## src/design/rom_pkg.sv

```systemverilog
// rom_pkg: widths, reset values and test codes for the rectangle overlap matcher
// no dependencies; used by rect_overlap_match

package rom_pkg;

   // coordinate and extent width of every rectangle field
   localparam int COORD_BITS = 12;

   // right and bottom edges (x + w) need one more bit
   localparam int SUM_BITS   = COORD_BITS + 1;
   // area of one rectangle or of the intersection
   localparam int AREA_BITS  = 2 * COORD_BITS;
   // area of the bounding box of both rectangles
   localparam int UNI_BITS   = 2 * SUM_BITS;
   // scaled areas for the ratio tests: up to ten times an area
   localparam int SCALE_BITS = AREA_BITS + 4;

   // same-rectangle limit register
   localparam int LIMIT_BITS = 24;
   localparam logic [LIMIT_BITS-1:0] LIMIT_RESET = LIMIT_BITS'(3000);

   // the limit compare runs at the wider of the two widths
   localparam int CMP_BITS = (UNI_BITS > LIMIT_BITS) ? UNI_BITS : LIMIT_BITS;

   // test codes
   localparam int OP_BITS = 3;
   localparam logic [OP_BITS-1:0] OP_QUARTER_SMALL   = 3'd0;
   localparam logic [OP_BITS-1:0] OP_TENTH_B         = 3'd1;
   localparam logic [OP_BITS-1:0] OP_FIFTH_A         = 3'd2;
   localparam logic [OP_BITS-1:0] OP_HALF_SMALL      = 3'd3;
   localparam logic [OP_BITS-1:0] OP_FOUR_FIFTHS     = 3'd4;
   localparam logic [OP_BITS-1:0] OP_SAME_RECT       = 3'd5;

endpackage

```

## src/design/rect_overlap_match.sv

```systemverilog
// rect_overlap_match: four-stage pipelined overlap test on two rectangles
// depends on rom_pkg for widths, the limit reset value and the test codes

// usage
//   req_ channel: one word per rectangle pair (opcode, a_x/a_y/a_w/a_h,
//   b_x/b_y/b_w/b_h), taken when req_valid and req_ready are both high
//   rsp_ channel: one word per request, rsp_matched, in request order
//   csr_ channel: writes same_rect_limit (threshold of the same-rect test);
//   csr_ready is always high, write only while no request is in flight
// timing
//   four register stages: edges/spans, products, union/smaller/diff, test
//   rsp_valid rises once the word has been loaded into the test stage register
//   throughput is one word per cycle while rsp_ready stays high;
//   the four products run on parallel multipliers in stage two
// reset
//   synchronous, active high: all stage valid bits clear, the limit
//   register returns to 3000
// stall
//   each stage holds while the one after it is full and not moving;
//   bubbles collapse, so up to four words wait inside while rsp_ready is
//   low and req_ready drops only when every stage is full

module rect_overlap_match (
   input  logic                                clock,
   input  logic                                reset,
   // request words
   input  logic                                req_valid,
   output logic                                req_ready,
   input  logic [rom_pkg::OP_BITS-1:0]         req_opcode,
   input  logic [rom_pkg::COORD_BITS-1:0]      req_a_x,
   input  logic [rom_pkg::COORD_BITS-1:0]      req_a_y,
   input  logic [rom_pkg::COORD_BITS-1:0]      req_a_w,
   input  logic [rom_pkg::COORD_BITS-1:0]      req_a_h,
   input  logic [rom_pkg::COORD_BITS-1:0]      req_b_x,
   input  logic [rom_pkg::COORD_BITS-1:0]      req_b_y,
   input  logic [rom_pkg::COORD_BITS-1:0]      req_b_w,
   input  logic [rom_pkg::COORD_BITS-1:0]      req_b_h,
   // response words
   output logic                                rsp_valid,
   input  logic                                rsp_ready,
   output logic                                rsp_matched,
   // limit register write
   input  logic                                csr_valid,
   output logic                                csr_ready,
   input  logic [rom_pkg::LIMIT_BITS-1:0]      csr_same_rect_limit
);

   import rom_pkg::*;

   // stage enables, from the output backwards
   logic en1, en2, en3, en4;

   // limit register
   logic [LIMIT_BITS-1:0] limit_ff;

   // ---------------- stage 1: edges and spans ----------------
   logic [SUM_BITS-1:0]   a_r, a_b, b_r, b_b;
   logic [COORD_BITS-1:0] i_l, i_t, u_l, u_t;
   logic [SUM_BITS-1:0]   i_r, i_bt, u_r, u_bt;
   logic [SUM_BITS-1:0]   iw_full, ih_full;
   logic                  ovl_x, ovl_y;

   logic                  v1_ff;
   logic [OP_BITS-1:0]    op1_ff;
   logic [COORD_BITS-1:0] iw1_ff, ih1_ff, iw1_in, ih1_in;
   logic [COORD_BITS-1:0] aw1_ff, ah1_ff, bw1_ff, bh1_ff;
   logic [SUM_BITS-1:0]   uw1_ff, uh1_ff, uw1_in, uh1_in;
   logic                  ae1_ff, be1_ff;

   // ---------------- stage 2: products ----------------
   logic                  v2_ff;
   logic [OP_BITS-1:0]    op2_ff;
   logic [AREA_BITS-1:0]  inter2_ff, area_a2_ff, area_b2_ff;
   logic [UNI_BITS-1:0]   box2_ff;
   logic                  ae2_ff, be2_ff;

   // ---------------- stage 3: union, smaller, difference ----------------
   logic [UNI_BITS-1:0]   uni3;
   logic                  v3_ff;
   logic [OP_BITS-1:0]    op3_ff;
   logic [AREA_BITS-1:0]  inter3_ff, area_a3_ff, area_b3_ff, small3_ff, small3_in;
   logic [UNI_BITS-1:0]   diff3_ff, diff3_in;

   // ---------------- stage 4: selected test ----------------
   logic [SCALE_BITS-1:0] i_x, s_x, a_x, b_x;
   logic                  t_quarter, t_tenth, t_fifth, t_half, t_four5, t_same;
   logic                  v4_ff;
   logic                  matched4_ff, matched4_in;

   // a stage loads when it is empty or its content moves on
   assign en4       = !v4_ff || rsp_ready;
   assign en3       = !v3_ff || en4;
   assign en2       = !v2_ff || en3;
   assign en1       = !v1_ff || en2;
   assign req_ready = en1;
   assign csr_ready = 1'b1;

   assign rsp_valid   = v4_ff;
   assign rsp_matched = matched4_ff;

   // limit register
   always_ff @(posedge clock) begin
      if (reset) begin
         limit_ff <= LIMIT_RESET;
      end else if (csr_valid && csr_ready) begin
         limit_ff <= csr_same_rect_limit;
      end
   end

   // stage 1 logic: intersection spans and bounding box spans
   always_comb begin
      a_r  = SUM_BITS'(req_a_x) + SUM_BITS'(req_a_w);
      a_b  = SUM_BITS'(req_a_y) + SUM_BITS'(req_a_h);
      b_r  = SUM_BITS'(req_b_x) + SUM_BITS'(req_b_w);
      b_b  = SUM_BITS'(req_b_y) + SUM_BITS'(req_b_h);

      i_l  = (req_a_x > req_b_x) ? req_a_x : req_b_x;
      i_t  = (req_a_y > req_b_y) ? req_a_y : req_b_y;
      i_r  = (a_r < b_r) ? a_r : b_r;
      i_bt = (a_b < b_b) ? a_b : b_b;

      u_l  = (req_a_x < req_b_x) ? req_a_x : req_b_x;
      u_t  = (req_a_y < req_b_y) ? req_a_y : req_b_y;
      u_r  = (a_r > b_r) ? a_r : b_r;
      u_bt = (a_b > b_b) ? a_b : b_b;

      ovl_x   = i_r > SUM_BITS'(i_l);
      ovl_y   = i_bt > SUM_BITS'(i_t);
      iw_full = i_r - SUM_BITS'(i_l);
      ih_full = i_bt - SUM_BITS'(i_t);

      // an overlap span never exceeds either width, so it fits a coordinate
      if (ovl_x && ovl_y) begin
         iw1_in = iw_full[COORD_BITS-1:0];
         ih1_in = ih_full[COORD_BITS-1:0];
      end else begin
         iw1_in = '0;
         ih1_in = '0;
      end

      uw1_in = u_r - SUM_BITS'(u_l);
      uh1_in = u_bt - SUM_BITS'(u_t);
   end

   // valid bits
   always_ff @(posedge clock) begin
      if (reset) begin
         v1_ff <= 1'b0;
         v2_ff <= 1'b0;
         v3_ff <= 1'b0;
         v4_ff <= 1'b0;
      end else begin
         if (en1) begin
            v1_ff <= req_valid;
         end
         if (en2) begin
            v2_ff <= v1_ff;
         end
         if (en3) begin
            v3_ff <= v2_ff;
         end
         if (en4) begin
            v4_ff <= v3_ff;
         end
      end
   end

   // stage 1 payload
   always_ff @(posedge clock) begin
      if (en1) begin
         op1_ff <= req_opcode;
         iw1_ff <= iw1_in;
         ih1_ff <= ih1_in;
         uw1_ff <= uw1_in;
         uh1_ff <= uh1_in;
         aw1_ff <= req_a_w;
         ah1_ff <= req_a_h;
         bw1_ff <= req_b_w;
         bh1_ff <= req_b_h;
         ae1_ff <= (req_a_w == '0) || (req_a_h == '0);
         be1_ff <= (req_b_w == '0) || (req_b_h == '0);
      end
   end

   // stage 2 payload: four parallel products
   always_ff @(posedge clock) begin
      if (en2) begin
         op2_ff     <= op1_ff;
         inter2_ff  <= AREA_BITS'(iw1_ff) * AREA_BITS'(ih1_ff);
         area_a2_ff <= AREA_BITS'(aw1_ff) * AREA_BITS'(ah1_ff);
         area_b2_ff <= AREA_BITS'(bw1_ff) * AREA_BITS'(bh1_ff);
         box2_ff    <= UNI_BITS'(uw1_ff) * UNI_BITS'(uh1_ff);
         ae2_ff     <= ae1_ff;
         be2_ff     <= be1_ff;
      end
   end

   // stage 3 logic: union taken as the bounding box area (empty rectangle yields the other one)
   always_comb begin
      if (ae2_ff) begin
         uni3 = UNI_BITS'(area_b2_ff);
      end else if (be2_ff) begin
         uni3 = UNI_BITS'(area_a2_ff);
      end else begin
         uni3 = box2_ff;
      end
      // the intersection lies inside the union, so this never wraps
      diff3_in  = uni3 - UNI_BITS'(inter2_ff);
      small3_in = (area_a2_ff < area_b2_ff) ? area_a2_ff : area_b2_ff;
   end

   always_ff @(posedge clock) begin
      if (en3) begin
         op3_ff     <= op2_ff;
         inter3_ff  <= inter2_ff;
         area_a3_ff <= area_a2_ff;
         area_b3_ff <= area_b2_ff;
         small3_ff  <= small3_in;
         diff3_ff   <= diff3_in;
      end
   end

   // stage 4 logic: i > x / d is the same as d * i > x for truncating division
   always_comb begin
      i_x = SCALE_BITS'(inter3_ff);
      s_x = SCALE_BITS'(small3_ff);
      a_x = SCALE_BITS'(area_a3_ff);
      b_x = SCALE_BITS'(area_b3_ff);

      t_quarter = (i_x << 2) > s_x;
      t_tenth   = ((i_x << 3) + (i_x << 1)) > b_x;
      t_fifth   = ((i_x << 2) + i_x) > a_x;
      t_half    = (i_x << 1) > s_x;
      t_four5   = ((i_x << 2) + i_x) > (s_x << 2);
      t_same    = CMP_BITS'(diff3_ff) < CMP_BITS'(limit_ff);

      unique case (op3_ff)
         OP_QUARTER_SMALL: matched4_in = t_quarter;
         OP_TENTH_B:       matched4_in = t_tenth;
         OP_FIFTH_A:       matched4_in = t_fifth;
         OP_HALF_SMALL:    matched4_in = t_half;
         OP_FOUR_FIFTHS:   matched4_in = t_four5;
         OP_SAME_RECT:     matched4_in = t_same;
         // unused codes never match
         default:          matched4_in = 1'b0;
      endcase
   end

   always_ff @(posedge clock) begin
      if (en4) begin
         matched4_ff <= matched4_in;
      end
   end

endmodule
```

## config.mk

```make
export PLATFORM = sky130hd
export DESIGN_NAME = rect_overlap_match
export DESIGN_NICKNAME = d
export VERILOG_FILES = /design/src/design/rom_pkg.sv /design/src/design/rect_overlap_match.sv
export SDC_FILE = /design/constraint.sdc
export NUM_CORES = 2
export LEC_CHECK = 0
export BUFFER_PORTS_ARGS = -buffer_cell sky130_fd_sc_hd__buf_2
export CAP_MARGIN = 20
export CORE_ASPECT_RATIO = 0.5
export CORE_MARGIN = 1.5
export CORE_UTILIZATION = 55
export DETAILED_ROUTE_END_ITERATION = 8
export PLACE_DENSITY = 0.79
export SETUP_SLACK_MARGIN = 0.4
export SLEW_MARGIN = 25
export SYNTH_ARGS = -nofsm -noshare
export SYNTH_HDL_FRONTEND = slang
export SYNTH_SLANG_ARGS = --single-unit
export TNS_END_PERCENT = 50
```

## constraint.sdc

```tcl
create_clock -name clock -period 6.5 [get_ports clock]
set_input_delay 0.65 -clock clock [delete_from_list [all_inputs] [get_ports clock]]
set_output_delay 0.65 -clock clock [all_outputs]
set_load 0.02 [all_outputs]
```

==> run metrics <==
Yosys reg bits=between 300 and 400; final worst path period share=0.9343; R2R Path Start=ih1_ff[5]; largest family of logic cells by synthesized area=adder cells; max incr delay on CP=roughly 0.76 ns; clock latency at the later pin of the worst-skew pair=around 0.61 ns; HPWL Detailed=94650 um; synth top area cells=edfxtp_1 (23%), fa_1 (20%), ha_1 (17%); slack of the worst reg-to-reg path=0.43 ns; clock root buffer=clkbuf_16; RD Place Congestion=slightly below 1; outcome=complete, no violations; die width=401.1 um; port bufs=130; max-slew violations=0; Clk pin slew, worst setup/hold paths=around 0.07 ns; largest net degree at the start of global routing=84; IO Count=between 100 and 150; Synth Area in XOR/XNOR=0.03689; fin nets=between 5000 and 6000; DRC violations left=0; vias in the first global route=around 33000; Synth top area share=0.2288; kind of critical path=flip-flop to flip-flop; drt first pass iters=6; CTS tree=built; Setup WS post-layout=0.4273 ns; cell count after synthesis=4533; Max-cap violations=0; EDFF count, synth=332; leading area contributor after synthesis=edfxtp_1; Overflow after GRT=0; Hold Slack=roughly 0.26 ns; Final min period=a little over 6 ns; Crit-path slowest cell=edfxtp_1; area of the multi-input gates=slightly below 30000 um^2; initial antenna violation count=9; Setup crit start kind=flip-flop; CP cell instances=nand2_1 -> fa_1 -> fa_1 -> inv_1 -> fa_1 -> fa_1 -> inv_1 -> fa_1 -> inv_1 -> ha_1 -> a21o_1 -> a21o_1 -> a41oi_1 -> a21oi_1 -> a221o_1 -> a211oi_1 -> o21bai_1 -> xnor2_1; Clock Skews=0.04296 ns; Synth Area in Compound Gates=0.09388; Slew @ Worst Pin=0.9773 ns; Register Area=around 11000 um^2; # clock sinks=360; Initial Utilization=0.5599; fill cell count=a little over 6000; fmax=164.7 MHz; Simple-Gate Fraction of Synth Area=0.1370; final core utilization=0.6222; Critical Path AT=between 6 and 7 ns; core area=77830 um^2; Required @ worst endpoint=between 6 and 7 ns; reg2reg path depth=18; Mean Syn Cell Area=a little under 10 um^2; YS warnings=0; Slew HR=0.3485; Detailed Route WL=116400 um; hold crit path type=input pin to flip-flop; die height=between 200 and 250 um; crit-path max FO=12; DIE AREA=81040 um^2; maximum clock path buffer count=3; final setup fails=0; via count=between 30000 and 40000; Final ANT Viol Nets=0; hold-fix buffers at CTS=0; CTS Buf Count=38; pre-CTS WS=-0.07618 ns; multiplexer share of the synthesized area=0.03661; Post-Syn Nets=about 5700; adder-cell share of the synthesized area=0.3728; worst setup path startpoint=ih1_ff[5]; end point of the critical path=inter2_ff[23]; count leader, synth=inv_1; Synth Flop Type=edfxtp_1; Std-Cell Rows=72; Worst R2R End=inter2_ff[23]; number of DRC markers in iteration 0=between 3000 and 4000; global-route wire length before repair=179800 um; Final TNS setup=0 ns; Post-synth top cells=inv_1 (808), ha_1 (609), nand2_1 (461); unrepaired setup endpoints after global routing=true; H-tree depth=2; sequential share of the synthesized area=0.2416; Via density=5.724; Final Hold Viols=0; ys async rst share=0; drt wl/cell=about 20 um; area growth from synthesis to layout=11.12%; gr usage total=0.2829; most used cell, CP=fa_1; Synth Cell Area=43580 um^2; CP endpoint kind=flip-flop; share of layout cells above drive strength 1=0.1137; Distinct cells, synth=73
## final cells by class
cell class,count,share of cell area
Antenna cell,5,0.0002584
Clock buffer,45,0.02106
Clock inverter,23,0.005710
Inverter,808,0.06268
Multi-Input combinational cell,3237,0.6160
Sequential cell,360,0.2174
Tap cell,1036,0.02677
Timing Repair Buffer,356,0.05012
## per-layer routing
metal | share of wire | wire length, um | track usage | vias to the layer above
met5 | 0 | 0 | 0 | -
met4 | 0.025 | 2905 | 0.07265 | 0
met2 | 0.44 | 51700 | 0.4435 | 1359
met1 | 0.44 | 51650 | 0.4132 | 16507
met3 | 0.087 | 10110 | 0.03996 | 185
li1 | - | - | - | 15550
## worst min path at each step
stage,from,end,cells after the start
after floorplan,ae1_ff,ae2_ff,0
after global placement,op1_ff[1],op2_ff[1],0
after detailed placement,be1_ff,be2_ff,0
after CTS,req_opcode[0],op1_ff[0],1
after global routing,req_opcode[2],op1_ff[2],1
final,req_opcode[0],op1_ff[0],1
## critical path, delay by kind of cell, from the launching register on
| family | cells | cell delay (ns) |
|---|---|---|
| adder cells (fa/ha/maj) | 6 | 2.95 |
| AO/OA/AOI/OAI | 7 | 1.63 |
| flip-flops | 1 | 0.76 |
| AND/OR/NAND/NOR | 1 | 0.18 |
| buffers and inverters | 3 | 0.15 |
| XOR/XNOR | 1 | 0.14 |
## registers in the layout, indices dropped and copies added, names as in the netlist, 3 cells and up
signal and count:
ah1_ff 12, uw1_ff 13, uh1_ff 13, area_a3_ff 24, ih1_ff 12, bw1_ff 12
area_b2_ff 24, area_b3_ff 24, inter2_ff 24, op1_ff 3, inter3_ff 24, area_a2_ff 24
op2_ff 3, box2_ff 26, bh1_ff 12, diff3_ff 26, limit_ff 24, op3_ff 3
aw1_ff 12, iw1_ff 12, small3_ff 24
## what timing repair did
item / in CTS / in global routing
setup endpoints to repair: 6 / 44
pin swaps: 0 / 24
hold endpoints to repair: 0 / 0
cloned: 0 / 1
setup buffers: 35 / 80
resized for setup: 2 / 69
## stage by stage
stage | area [um^2] | cells
after floorplan | 43630 | 4533
after detailed placement | 45920 | 5681
after CTS | 47490 | 5784
final | 48430 | 5870
after global routing | 48430 | 5869
after global placement | 45920 | 5681
## logic make-up after synthesis
kind of cell | after synthesis
other | 1
flip-flops | 360
XOR/XNOR | 182
adder cells (fa/ha/maj) | 1040
multiplexers | 152
AO/OA/AOI/OAI | 636
buffers and inverters | 937
AND/OR/NAND/NOR | 1225
## placed cells by master (no fill, tap or decap), drive strengths merged, types with 59 or more instances in the layout
cell | netlist | routed
a21o | 106 | 107
a21oi | 185 | 185
and2 | 248 | 248
buf | 14 | 355
edfxtp | 332 | 332
fa | 431 | 431
ha | 609 | 609
inv | 808 | 810
mux2 | 59 | 59
mux2i | 93 | 93
nand2 | 461 | 461
nor2 | 187 | 187
nor2b | 63 | 63
o21ai | 128 | 128
xnor2 | 129 | 129
Power is left out: the tool's default activity adds up to more than one toggle a clock period on the data nets, which glitch-free logic cannot reach.
